### config.mk
export PLATFORM = sky130hd
export DESIGN_NAME = header_field_extractor
export DESIGN_NICKNAME = d
export VERILOG_FILES = /design/src/rtl/core/hfe_pkg.sv /design/src/rtl/core/hfe_front.sv /design/src/rtl/core/hfe_queue.sv /design/src/rtl/core/hfe_back.sv /design/src/rtl/core/header_field_extractor.sv
export SDC_FILE = /design/constraint.sdc
export NUM_CORES = 1
export LEC_CHECK = 0
export ABC_AREA = 0
export BUFFER_PORTS_ARGS = -buffer_cell sky130_fd_sc_hd__buf_4
export CAP_MARGIN = 20
export CORE_ASPECT_RATIO = 1.4
export CORE_MARGIN = 4
export CORE_UTILIZATION = 45
export DETAILED_ROUTE_END_ITERATION = 6
export GPL_TIMING_DRIVEN = 0
export PLACE_DENSITY = 0.65
export SKIP_CTS_REPAIR_TIMING = 1
export SLEW_MARGIN = 40
export SYNTH_ARGS = -nofsm -noshare
export SYNTH_HDL_FRONTEND = slang
export SYNTH_SLANG_ARGS = --single-unit
### constraint.sdc
create_clock -name clock -period 11.22 [get_ports clock]
set_clock_uncertainty 0.05 [all_clocks]
set_input_delay 1.122 -clock clock [delete_from_list [all_inputs] [get_ports clock]]
set_output_delay 1.122 -clock clock [all_outputs]
set_load 0.01 [all_outputs]
### src/rtl/core/hfe_pkg.sv
// hfe_pkg: types and constants shared by the header field extractor
// no dependencies
`timescale 1ns / 1ps
`default_nettype none

package hfe_pkg;

   localparam int MAX_NAME_LENGTH = 16;
   localparam int NAME_LEN_W      = 5;
   localparam int CSR_INDEX_W     = 2;
   localparam int CSR_DATA_W      = 64;
   localparam int QUEUE_DEPTH     = 4;
   localparam int QUEUE_PTR_W     = $clog2(QUEUE_DEPTH);
   localparam int QUEUE_CNT_W     = $clog2(QUEUE_DEPTH + 1);

   localparam logic [CSR_INDEX_W-1:0] CSR_NAME_FIRST  = 2'd0;
   localparam logic [CSR_INDEX_W-1:0] CSR_NAME_SECOND = 2'd1;
   localparam logic [CSR_INDEX_W-1:0] CSR_NAME_LENGTH = 2'd2;

   localparam logic [7:0] CHAR_COLON = 8'h3A;
   localparam logic [7:0] CHAR_SPACE = 8'h20;
   localparam logic [7:0] CHAR_TAB   = 8'h09;
   localparam logic [7:0] CHAR_CR    = 8'h0D;
   localparam logic [7:0] CHAR_LF    = 8'h0A;

   typedef enum logic [4:0] {
      PH_NAME  = 5'b00001,
      PH_SKIP  = 5'b00010,
      PH_VALUE = 5'b00100,
      PH_FOLD  = 5'b01000,
      PH_DONE  = 5'b10000
   } phase_type;

   typedef struct packed {
      logic [7:0] header_byte;
      logic       end_of_header;
   } req_type;

   typedef struct packed {
      logic [7:0] value_byte;
      logic       byte_valid;
      logic       value_end;
      logic       field_found;
   } rsp_type;

   // all results caused by one item
   typedef struct packed {
      logic       has_space;
      logic       has_char;
      logic [7:0] char_byte;
      logic       has_end;
      logic       end_found;
   } bundle_type;

endpackage

`default_nettype wire

### src/rtl/core/hfe_front.sv
// hfe_front: name match and value parser, one byte per cycle while accept is high
// depends on hfe_pkg
`timescale 1ns / 1ps
`default_nettype none

module hfe_front (
   input  wire logic                             clock,
   input  wire logic                             reset,
   input  wire logic                             csr_we,
   input  wire logic [hfe_pkg::CSR_INDEX_W-1:0]  csr_index,
   input  wire logic [hfe_pkg::CSR_DATA_W-1:0]   csr_wdata,
   input  wire logic                             accept,
   input  wire hfe_pkg::req_type                 item,
   output hfe_pkg::bundle_type                   bundle,
   output logic                                  bundle_valid
);

   logic [63:0]                      name_first_ff;
   logic [63:0]                      name_second_ff;
   logic [hfe_pkg::NAME_LEN_W-1:0]   name_length_ff;

   hfe_pkg::phase_type               phase_ff, phase_in, phase_mid;
   logic [hfe_pkg::NAME_LEN_W-1:0]   match_pos_ff, match_pos_in;
   logic                             blank_ff, blank_in;
   logic                             space_pend_ff, space_pend_in;
   logic                             started_ff, started_in;

   logic [hfe_pkg::NAME_LEN_W-1:0]   eff_len;
   logic [63:0]                      name_word;
   logic [7:0]                       name_byte;
   logic [7:0]                       c;
   logic                             is_sp_tab;
   logic                             is_ws;

   function automatic logic [7:0] lower_ascii(input logic [7:0] ch);
      logic [7:0] r;
      r = ch;
      if (ch >= 8'h41 && ch <= 8'h5A) begin
         r = ch + 8'd32;
      end
      return r;
   endfunction

   always_ff @(posedge clock) begin
      if (reset) begin
         name_first_ff  <= '0;
         name_second_ff <= '0;
         name_length_ff <= '0;
      end else if (csr_we) begin
         case (csr_index)
            hfe_pkg::CSR_NAME_FIRST:  name_first_ff  <= csr_wdata;
            hfe_pkg::CSR_NAME_SECOND: name_second_ff <= csr_wdata;
            hfe_pkg::CSR_NAME_LENGTH:
               name_length_ff <= csr_wdata[hfe_pkg::NAME_LEN_W-1:0];
            default: ;
         endcase
      end
   end

   assign eff_len = (name_length_ff > hfe_pkg::NAME_LEN_W'(hfe_pkg::MAX_NAME_LENGTH))
                    ? hfe_pkg::NAME_LEN_W'(hfe_pkg::MAX_NAME_LENGTH) : name_length_ff;
   assign name_word = match_pos_ff[3] ? name_second_ff : name_first_ff;
   assign name_byte = name_word[{match_pos_ff[2:0], 3'b000} +: 8];
   assign c         = item.header_byte;
   assign is_sp_tab = (c == hfe_pkg::CHAR_SPACE) || (c == hfe_pkg::CHAR_TAB);
   assign is_ws     = is_sp_tab || (c == hfe_pkg::CHAR_CR) || (c == hfe_pkg::CHAR_LF);

   always_comb begin
      phase_mid     = phase_ff;
      match_pos_in  = match_pos_ff;
      blank_in      = blank_ff;
      space_pend_in = space_pend_ff;
      started_in    = started_ff;
      bundle        = '0;

      case (phase_ff)
         hfe_pkg::PH_NAME, hfe_pkg::PH_SKIP: begin
            if (c == hfe_pkg::CHAR_LF) begin
               if (blank_ff) begin
                  bundle.has_end = 1'b1;
                  phase_mid      = hfe_pkg::PH_DONE;
               end else begin
                  phase_mid    = hfe_pkg::PH_NAME;
                  match_pos_in = '0;
                  blank_in     = 1'b1;
               end
            end else begin
               if (!is_ws) begin
                  blank_in = 1'b0;
               end
               if (phase_ff == hfe_pkg::PH_NAME) begin
                  if (match_pos_ff < eff_len) begin
                     if (lower_ascii(c) == lower_ascii(name_byte)) begin
                        match_pos_in = match_pos_ff + 1'b1;
                     end else begin
                        phase_mid = hfe_pkg::PH_SKIP;
                     end
                  end else if (c == hfe_pkg::CHAR_COLON) begin
                     phase_mid     = hfe_pkg::PH_VALUE;
                     space_pend_in = 1'b0;
                     started_in    = 1'b0;
                  end else if (!is_sp_tab) begin
                     phase_mid = hfe_pkg::PH_SKIP;
                  end
               end
            end
         end
         hfe_pkg::PH_FOLD: begin
            if (!is_sp_tab) begin
               bundle.has_end   = 1'b1;
               bundle.end_found = 1'b1;
               phase_mid        = hfe_pkg::PH_DONE;
            end else begin
               phase_mid     = hfe_pkg::PH_VALUE;
               space_pend_in = 1'b1;
            end
         end
         hfe_pkg::PH_VALUE: begin
            if (c == hfe_pkg::CHAR_LF) begin
               phase_mid     = hfe_pkg::PH_FOLD;
               space_pend_in = 1'b1;
            end else if (is_ws) begin
               space_pend_in = 1'b1;
            end else begin
               bundle.has_space = space_pend_ff && started_ff;
               bundle.has_char  = 1'b1;
               bundle.char_byte = c;
               started_in       = 1'b1;
               space_pend_in    = 1'b0;
            end
         end
         default: ;
      endcase

      phase_in = phase_mid;
      if (item.end_of_header) begin
         if (phase_mid inside {hfe_pkg::PH_NAME, hfe_pkg::PH_SKIP}) begin
            bundle.has_end   = 1'b1;
            bundle.end_found = 1'b0;
         end else if (phase_mid inside {hfe_pkg::PH_VALUE, hfe_pkg::PH_FOLD}) begin
            bundle.has_end   = 1'b1;
            bundle.end_found = 1'b1;
         end
         phase_in      = hfe_pkg::PH_NAME;
         match_pos_in  = '0;
         blank_in      = 1'b1;
         space_pend_in = 1'b0;
         started_in    = 1'b0;
      end
   end

   assign bundle_valid = accept && (bundle.has_space || bundle.has_char || bundle.has_end);

   always_ff @(posedge clock) begin
      if (reset) begin
         phase_ff      <= hfe_pkg::PH_NAME;
         match_pos_ff  <= '0;
         blank_ff      <= 1'b1;
         space_pend_ff <= 1'b0;
         started_ff    <= 1'b0;
      end else if (accept) begin
         phase_ff      <= phase_in;
         match_pos_ff  <= match_pos_in;
         blank_ff      <= blank_in;
         space_pend_ff <= space_pend_in;
         started_ff    <= started_in;
      end
   end

endmodule

`default_nettype wire

### src/rtl/core/hfe_queue.sv
// hfe_queue: short queue of result bundles between parser and serializer
// depends on hfe_pkg
`timescale 1ns / 1ps
`default_nettype none

module hfe_queue (
   input  wire logic                 clock,
   input  wire logic                 reset,
   input  wire logic                 wr_en,
   input  wire hfe_pkg::bundle_type  wr_data,
   input  wire logic                 rd_en,
   output hfe_pkg::bundle_type       rd_data,
   output logic                      q_empty,
   output logic                      q_full
);

   hfe_pkg::bundle_type                slots_ff [hfe_pkg::QUEUE_DEPTH];
   logic [hfe_pkg::QUEUE_PTR_W-1:0]    wr_ptr_ff, wr_ptr_in;
   logic [hfe_pkg::QUEUE_PTR_W-1:0]    rd_ptr_ff, rd_ptr_in;
   logic [hfe_pkg::QUEUE_CNT_W-1:0]    count_ff, count_in;
   logic                               do_wr, do_rd;

   assign q_empty = (count_ff == '0);
   assign q_full  = (count_ff == hfe_pkg::QUEUE_CNT_W'(hfe_pkg::QUEUE_DEPTH));
   assign do_wr   = wr_en && !q_full;
   assign do_rd   = rd_en && !q_empty;
   assign rd_data = slots_ff[rd_ptr_ff];

   always_comb begin
      wr_ptr_in = do_wr ? wr_ptr_ff + 1'b1 : wr_ptr_ff;
      rd_ptr_in = do_rd ? rd_ptr_ff + 1'b1 : rd_ptr_ff;
      count_in  = count_ff;
      if (do_wr && !do_rd) begin
         count_in = count_ff + 1'b1;
      end else if (do_rd && !do_wr) begin
         count_in = count_ff - 1'b1;
      end
   end

   always_ff @(posedge clock) begin
      if (do_wr) begin
         slots_ff[wr_ptr_ff] <= wr_data;
      end
   end

   always_ff @(posedge clock) begin
      if (reset) begin
         wr_ptr_ff <= '0;
         rd_ptr_ff <= '0;
         count_ff  <= '0;
      end else begin
         wr_ptr_ff <= wr_ptr_in;
         rd_ptr_ff <= rd_ptr_in;
         count_ff  <= count_in;
      end
   end

endmodule

`default_nettype wire

### src/rtl/core/hfe_back.sv
// hfe_back: serializes each bundle into space, character and end items
// depends on hfe_pkg
`timescale 1ns / 1ps
`default_nettype none

module hfe_back (
   input  wire logic                 clock,
   input  wire logic                 reset,
   input  wire hfe_pkg::bundle_type  head,
   input  wire logic                 q_empty,
   output logic                      q_pop,
   output hfe_pkg::rsp_type          rsp_item,
   output logic                      empty,
   input  wire logic                 pop
);

   logic space_done_ff, space_done_in;
   logic char_done_ff, char_done_in;
   logic sel_space, sel_char, sel_end, last_piece, take;

   assign sel_space  = head.has_space && !space_done_ff;
   assign sel_char   = !sel_space && head.has_char && !char_done_ff;
   assign sel_end    = !sel_space && !sel_char;
   assign last_piece = sel_end || (sel_char && !head.has_end)
                       || (sel_space && !head.has_char && !head.has_end);

   assign empty = q_empty;
   assign take  = pop && !q_empty;
   assign q_pop = take && last_piece;

   always_comb begin
      rsp_item             = '0;
      rsp_item.byte_valid  = sel_space || sel_char;
      rsp_item.value_end   = sel_end;
      rsp_item.field_found = sel_end && head.end_found;
      if (sel_space) begin
         rsp_item.value_byte = hfe_pkg::CHAR_SPACE;
      end else if (sel_char) begin
         rsp_item.value_byte = head.char_byte;
      end
   end

   always_comb begin
      space_done_in = space_done_ff;
      char_done_in  = char_done_ff;
      if (take) begin
         if (last_piece) begin
            space_done_in = 1'b0;
            char_done_in  = 1'b0;
         end else begin
            space_done_in = space_done_ff || sel_space;
            char_done_in  = char_done_ff || sel_char;
         end
      end
   end

   always_ff @(posedge clock) begin
      if (reset) begin
         space_done_ff <= 1'b0;
         char_done_ff  <= 1'b0;
      end else begin
         space_done_ff <= space_done_in;
         char_done_ff  <= char_done_in;
      end
   end

endmodule

`default_nettype wire

### src/rtl/core/header_field_extractor.sv
// header_field_extractor: top level, parser front, bundle queue, serializer back
// depends on hfe_pkg, hfe_front, hfe_queue, hfe_back
// an accepted item's nonempty bundle is registered in the queue; rsp is decoded from its head
// throughput: one item per cycle unless full; an item yields up to three results, popped
// one per cycle by the serializer while pop is high, via a four-bundle queue from the parser
// reset: synchronous; clears parser state, queue and name registers
`timescale 1ns / 1ps
`default_nettype none

module header_field_extractor (
   input  wire logic                             clock,
   input  wire logic                             reset,
   input  wire logic                             push,
   output logic                                  full,
   input  wire hfe_pkg::req_type                 req_item,
   output logic                                  empty,
   input  wire logic                             pop,
   output hfe_pkg::rsp_type                      rsp_item,
   input  wire logic                             csr_we,
   input  wire logic [hfe_pkg::CSR_INDEX_W-1:0]  csr_index,
   input  wire logic [hfe_pkg::CSR_DATA_W-1:0]   csr_wdata
);

   hfe_pkg::bundle_type bundle, head;
   logic                bundle_valid;
   logic                accept;
   logic                q_empty, q_full, q_pop;

   assign full   = q_full;
   assign accept = push && !q_full;

   hfe_front u_front (
      .clock        (clock),
      .reset        (reset),
      .csr_we       (csr_we),
      .csr_index    (csr_index),
      .csr_wdata    (csr_wdata),
      .accept       (accept),
      .item         (req_item),
      .bundle       (bundle),
      .bundle_valid (bundle_valid)
   );

   hfe_queue u_queue (
      .clock   (clock),
      .reset   (reset),
      .wr_en   (bundle_valid),
      .wr_data (bundle),
      .rd_en   (q_pop),
      .rd_data (head),
      .q_empty (q_empty),
      .q_full  (q_full)
   );

   hfe_back u_back (
      .clock    (clock),
      .reset    (reset),
      .head     (head),
      .q_empty  (q_empty),
      .q_pop    (q_pop),
      .rsp_item (rsp_item),
      .empty    (empty),
      .pop      (pop)
   );

   a_valid_not_end: assert property (@(posedge clock) disable iff (reset)
      !empty |-> !(rsp_item.byte_valid && rsp_item.value_end))
      else $error("result marked both value byte and end");

   a_found_on_end: assert property (@(posedge clock) disable iff (reset)
      (!empty && rsp_item.field_found) |-> rsp_item.value_end)
      else $error("field_found set on a non-end result");

   a_reset_empty: assert property (@(posedge clock)
      reset |=> empty)
      else $error("results pending after reset");

   a_end_byte_zero: assert property (@(posedge clock) disable iff (reset)
      (!empty && rsp_item.value_end) |-> (rsp_item.value_byte == 8'h00))
      else $error("end result carries a byte");

endmodule

`default_nettype wire
# --- After elaboration in Yosys (flattened, before gate mapping) ---
# Memories as Yosys holds them, arrays and structs flattened. A register that Yosys moved wholly into a read port is not among the register bits.
# Cells that the tools add are included.
# Widths: inputs -> output; s select.
classes:
  addsub: 7
  order_cmp: 6
  n_eq_ne: 26
  n_shift: 1
  mux: 68
  n_reduce_logical: 58
ops:
  columns: ["operator", "n"]
  rows:
  - ["$mux 8", 12]
  - ["$mux 5", 18]
  - ["$mux 64", 1]
  - ["$shiftx 64x7->8", 1]
  - ["$mux 10", 3]
  - ["$eq 8x4->1 const B", 3]
  - ["$mux 1", 22]
  - ["$logic_and 1x1->1", 19]
  - ["$ne 3x3->1 const B", 6]
  - ["$add 8x6->8 const B", 2]
  - ["$eq 8x6->1 const B", 2]
  - ["$ge 8x7->1 const B", 2]
  - ["$le 8x7->1 const B", 2]
  - ["$pmux 5 s3", 1]
  - ["$mux 2", 6]
  - ["$reduce_bool 3->1", 4]
  - ["$eq 5x1->1 const B", 2]
  - ["$eq 5x2->1 const B", 2]
  - ["$eq 5x3->1 const B", 2]
  - ["$eq 5x4->1 const B", 2]
  - ["$logic_not 1->1", 10]
  - ["$logic_or 1x1->1", 10]
  - ["$ne 3x2->1 const B", 3]
  - ["$eq 8x8->1", 1]
  - ["other kinds (22)", 30]
totals:
  register_bits: 155
  ramBits: 48
  input_bits: 80
  out_inout_bits: 13
  word_cells: 180
  memories: 1
mem_list:
  columns: ["memory", "words", "word_bits", "rd", "rd_clocked_by_memory_dff", "write_ports", "line_no", "text"]
  rows:
  - ["u_queue.slots_ff", 4, 12, 1, 1, 1, "hfe_queue.sv:17", "hfe_pkg::bundle_type slots_ff [hfe_pkg::QUEUE_DEPTH];"]

# --- Depth between registers and ports, before layout ---
depth:
  word_depth: 27
  depth_mapped: 17
  ltp_nobuf: 17

# --- Hierarchy ---
# A second synthesis with hierarchy kept.
hier_totals:
  cells_unflattened: 1001
  hier_area_um2: 9606.7
by_module_without_submodules:
  columns: ["module", "n_inst", "cells_per_inst", "area_each_um2", "seq_area_each_um2"]
  rows:
  - ["hfe_front", 1, 861, 7155.6, 2922.8]
  - ["hfe_queue", 1, 110, 2198.4, 1621.6]
  - ["hfe_back", 1, 29, 239.0, 40.0]
  - ["header_field_extractor", 1, 1, 13.8, 0.0]

# --- Worst setup path before layout ---
# Ideal clock, no wire load.
synth_timing:
  path_type: "in2reg"
  startpoint: "in req_item[2] (netlist bit)"
  endpoint: "reg u_queue.count_ff[2] (netlist bit)"
  setup_ps: 70
  arrival_time_ps: 4574
  t_required_ps: 11100
  path_slack_ps: 6526
  path_stages: 16
  path_buffers: 1
  path_cell_list: "clkbuf_1 -> nand4bb_1 -> or4_1 -> nor2_1 -> and3_1 -> a2bb2oi_1 -> xor2_1 -> and4b_1 -> nor4_1 -> nor3_2 -> ha_1 -> inv_1 -> fa_1 -> xor2_1 -> or3_1 -> a21oi_1"
synth_via:
  elab_chain_cells: 24
  elab_cells_between_ends: 51
  classes_between: "1 x add/sub; 2 x order compare; 10 x eq/ne; 24 x mux; 14 x reduce/logical"
synth_lines:
  columns: ["element", "line_no", "text"]
  rows:
  - ["from (decl)", "header_field_extractor.sv:15", "input wire hfe_pkg::req_type req_item,"]
  - ["$ge 8x7->1 or $le 8x7->1 (tied branches)", "hfe_front.sv:38", "if (ch >= 8'h41 && ch <= 8'h5A) begin"]
  - ["$logic_and 1x1->1", "hfe_front.sv:38", null]
  - ["$mux 8", "hfe_front.sv:38", null]
  - ["$mux 8", "hfe_front.sv:92", "if (match_pos_ff < eff_len) begin"]
  - ["$mux 8", "hfe_front.sv:91", "if (phase_ff == hfe_pkg::PH_NAME) begin"]
  - ["$mux 8", "hfe_front.sv:78", "if (c == hfe_pkg::CHAR_LF) begin"]
  - ["$mux 8", "hfe_front.sv:76", "case (phase_ff)"]
  - ["$eq 8x8->1", "hfe_front.sv:93", "if (lower_ascii(c) == lower_ascii(name_byte)) begin"]
  - ["(+9 left out)", null, null]
  - ["$mux 2", "hfe_front.sv:136", "if (item.end_of_header) begin"]
  - ["$logic_or 1x1->1 (*)", "hfe_front.sv:152", "assign bundle_valid = accept && (bundle.has_space || bundle.has_char || bundle.has_end);"]
  - ["$logic_and 1x1->1 (*)", "hfe_front.sv:152", null]
  - ["$logic_and 1x1->1 (*)", "hfe_queue.sv:25", "assign do_wr = wr_en && !q_full;"]
  - ["via u_queue.do_wr", "hfe_queue.sv:21", "logic do_wr, do_rd;"]
  - ["$logic_not 1->1", "hfe_queue.sv:35", "end else if (do_rd && !do_wr) begin"]
  - ["$logic_and 1x1->1", "hfe_queue.sv:35", null]
  - ["$reduce_bool 2->1 (no line)", null, null]
  - ["to (signal assigned)", "hfe_queue.sv:54", "count_ff <= count_in;"]
  - ["to (decl)", "hfe_queue.sv:20", "logic [hfe_pkg::QUEUE_CNT_W-1:0] count_ff, count_in;"]
# The timed path passes the listed nets; every way through them passes the cells marked *. The select of a mux whose other input is x is not followed.
# A chain may end at the register's enable or synchronous reset.

# --- Worst setup path in the final report ---
layout_timing:
  startpoint: "in req_item[5] (netlist bit)"
  endpoint: "reg u_queue.count_ff[2] (netlist bit)"
# Same word-level chain as after synthesis.

==> summary.md <==
| Metric | Value |
|---|---|
| Routed wire length | `between 20 and 30 mm` |
| Status | `complete, no violations` |
| Most Crowded Layer GR | `met2` |
| Largest area contributor in the netlist | `dfxtp_1` |
| Most common cell in the synthesized netlist | `nand2_1` |
| Routability cong. | `0.839` |
| Mapped Area | `between 9000 and 10000 um^2` |
| CP endpoint kind | `flip-flop` |
| TritonCTS clock tree | `built` |
| Crit-path cells | `clkbuf_1 > nor3_1 > nor3b_1 > o22ai_1 > a21o_1 > a2bb2oi_1 > xor2_1 > and4b_1 > nor4_1 > nor3_2 > ha_1 > inv_1 > fa_1 > xor2_1 > or3_1 > a21oi_1` |
| DRC violations left | `0` |
| Tmin final | `4.86 ns` |
| Worst Path Required | `11.58 ns` |
| Worst Path Arrival | `5.23 ns` |
| GR Util met2 | `about two fifths` |
| Post-synthesis sequential area ratio | `about 48%` |
| Number of diodes | `0` |
| Max-slew violation count | `0` |
| Initial antenna violation count | `0` |
| Worst slew pin tran | `about 0.85 ns` |
| Vias in the first global route | `a little under 8k` |
| Main synth FF type | `dfxtp_1` |
| CTS sink count | `205` |
| Die outline width | `131 um` |
| Share of cells above drive strength 1 | `a little over an eighth` |
| Synth cell types | `65` |
| CP max-delay cell | `nor3b_1` |
| Share of the synthesized area in the top cell type | `32.8%` |
| FMAX | `206 MHz` |
| Max-Cap Viols | `0` |
| Full die area | `~24000 um^2` |
| Post-Synthesis Cells | `1049` |
| Starting Density | `a little under half` |
| Overflow after GRT | `0` |
| Relative slew slack | `a little over two fifths` |
| DRT iter0 DRCs | `slightly above 600` |
| Hold Path Class | `flip-flop to flip-flop` |
| Startpoint Class | `input pin` |
| Hold WS | `0.401 ns` |
| Critical Path Most Common Cell | `xor2_1` |
| Routed vias | `between 7k and 8k` |
| Wire per inst | `18.4 um` |
| Synth top area cells | `dfxtp_1 33%, edfxtp_1 15%, nand2_1 12%` |
| Pleak | `4.16 nW` |
| First-pass GRT wire length | `42.6 mm` |
| Global Route Usage Sum | `22.0%` |
| Met3 Use GR | `2.92%` |
| Number of port buffers | `88` |
| Detail Placement HPWL | `19.5 mm` |
| CP peak stage delay | `0.66 ns` |
| CORE AREA | `20700 um^2` |
| Worst skew pair latency | `0.50 ns` |
| Critical path class | `input pin to flip-flop` |
| H-tree depth | `1` |
| Setup violators final | `0` |
| Die height | `181 um` |
| Setup tns final | `0 ns` |
| Synth warnings | `0` |
| Kind of cell adding the most delay to the critical path | `simple AND/OR/NAND/NOR gates` |
| Final nets | `1253` |
| I/O pin total | `93` |
| Final hold viol count | `0` |
| Worst vdd ir | `0.000103 V` |
| Met1 Track Usage GR | `between 20% and 30%` |
| Worst-path maximum fanout | `7` |
| TritonCTS Buffers | `21` |
| Layout area overhead | `17.1%` |
| Vias per cell | `about 5.5` |
| Clk root buf | `clkbuf_16` |
| WP buf/inv | `2` |
| RSZ-0062 raised after global routing | `false` |
| Async set-or-reset flop fraction in the synthesized netlist | `0%` |
| Post-synthesis register bit count | `205` |
| Antenna-violating nets left | `0` |
| CTS max path bufs | `3` |
| Clock Pin Slew Worst Setup and Hold Paths | `0.06 ns` |
| Syn avg cell area | `9.15 um^2` |
| DR pass1 iterations | `5` |
| Period utilization | `43.3%` |
| Net Count, Synth | `1142` |
| Post-synth EDFFs | `48` |
| Pin count of the biggest net entering global routing | `15` |
| Power Dens Cells | `158 nW/um^2` |
| Leading cell types by count after synthesis | `296 x nand2_1, 157 x dfxtp_1, 143 x a21oi_1` |
| FP Rows | `62` |
final timing paths:
check                       startpoint                         to  slack [ns]  cells after the start
max reg2reg  u_front.name_length_ff[4]        u_queue.count_ff[2]        6.88                     17
min          u_front.name_first_ff[52]  u_front.name_first_ff[52]        0.40                      2
min reg2reg  u_front.name_first_ff[52]  u_front.name_first_ff[52]        0.40                      2
max                        req_item[5]        u_queue.count_ff[2]        6.36                     16
metrics by stage:
step	utilization, %	instances	setup slack (ns)	instance area [um^2]	power, mW
floorplan	-	1049	6.53	9590	1.00
global placement	51.1	1393	5.95	10600	1.10
detailed placement	51.1	1393	5.92	10600	1.11
CTS	54.2	1429	6.42	11200	1.78
global route	54.2	1429	6.08	11200	1.84
finish	54.2	1429	6.36	11200	1.77
cell families (layout without fill, tap and decap cells):
kind of cell / Yosys count / count (layout) / synth area share [%]
compound gates: 209 / 209 / 12.3
buf+inv: 88 / 212 / 4.00
mux: 76 / 76 / 12.0
fa+ha+maj: 13 / 13 / 1.77
simple gates: 441 / 441 / 20.6
flops: 205 / 205 / 47.8
xor+xnor: 17 / 17 / 1.55
final cells by class:
| type | instances | area, um^2 |
|---|---|---|
| well taps | 256 | 320 |
| inverters | 16 | 60.1 |
| plain buffers | 72 | 325 |
| fillers | 1917 | 9480 |
| multi-input cells | 756 | 4630 |
| repair buffers | 88 | 661 |
| clock inverters | 8 | 67.6 |
| flip-flops and latches | 205 | 4580 |
| clock buffers | 28 | 592 |
report_power, final:
group	switching, mW	internal, mW	total (mW)
combinational	0.154	0.127	0.281
clock	0.287	0.392	0.679
sequential	0.0205	0.790	0.810
total	0.462	1.31	1.77
tightest hold or removal path, stage by stage, from the launching register on:
cell,delay [ns]
dfxtp_1,0.30
nand2_1,0.05
a21oi_1,0.05
cells in the final DEF (no fill, tap or decap), types with 5 or more instances in the layout:
master,instances
and3_1,21
nor2b_1,6
edfxtp_1,48
a21oi_1,143
a22oi_1,20
mux2i_1,48
clkbuf_1,57
buf_4,91
nand2_1,296
mux4_2,18
nand3_1,16
ha_1,12
nor4_1,5
and2_1,8
xnor2_1,11
nor3_1,10
xor2_1,6
nand2b_1,11
o21ai_0,15
clkbuf_16,21
mux4_1,10
buf_1,5
buf_2,5
inv_1,16
nor2_1,35
dfxtp_1,157
nor3b_1,6
sequential cells by signal (all words and copies together), names as in the netlist, named ones only:
register and count:
u_front.started_ff 1, u_front.name_first_ff 64, u_queue.rd_ptr_ff 2, u_front.match_pos_ff 5
u_queue.slots_ff 48, u_front.blank_ff 1, u_front.name_length_ff 5, u_front.phase_ff 5
u_back.space_done_ff 1, u_front.name_second_ff 64, u_queue.count_ff 3, u_front.space_pend_ff 1
u_queue.wr_ptr_ff 2, u_back.char_done_ff 1
metal layers:
layer | wire length (um) | vias to the layer above
met5 | 0 | -
li1 | - | 3885
met2 | 13400 | 224
met4 | 1140 | 0
met3 | 1330 | 66
met1 | 10400 | 3740
Power figures use the tool's default switching activity.
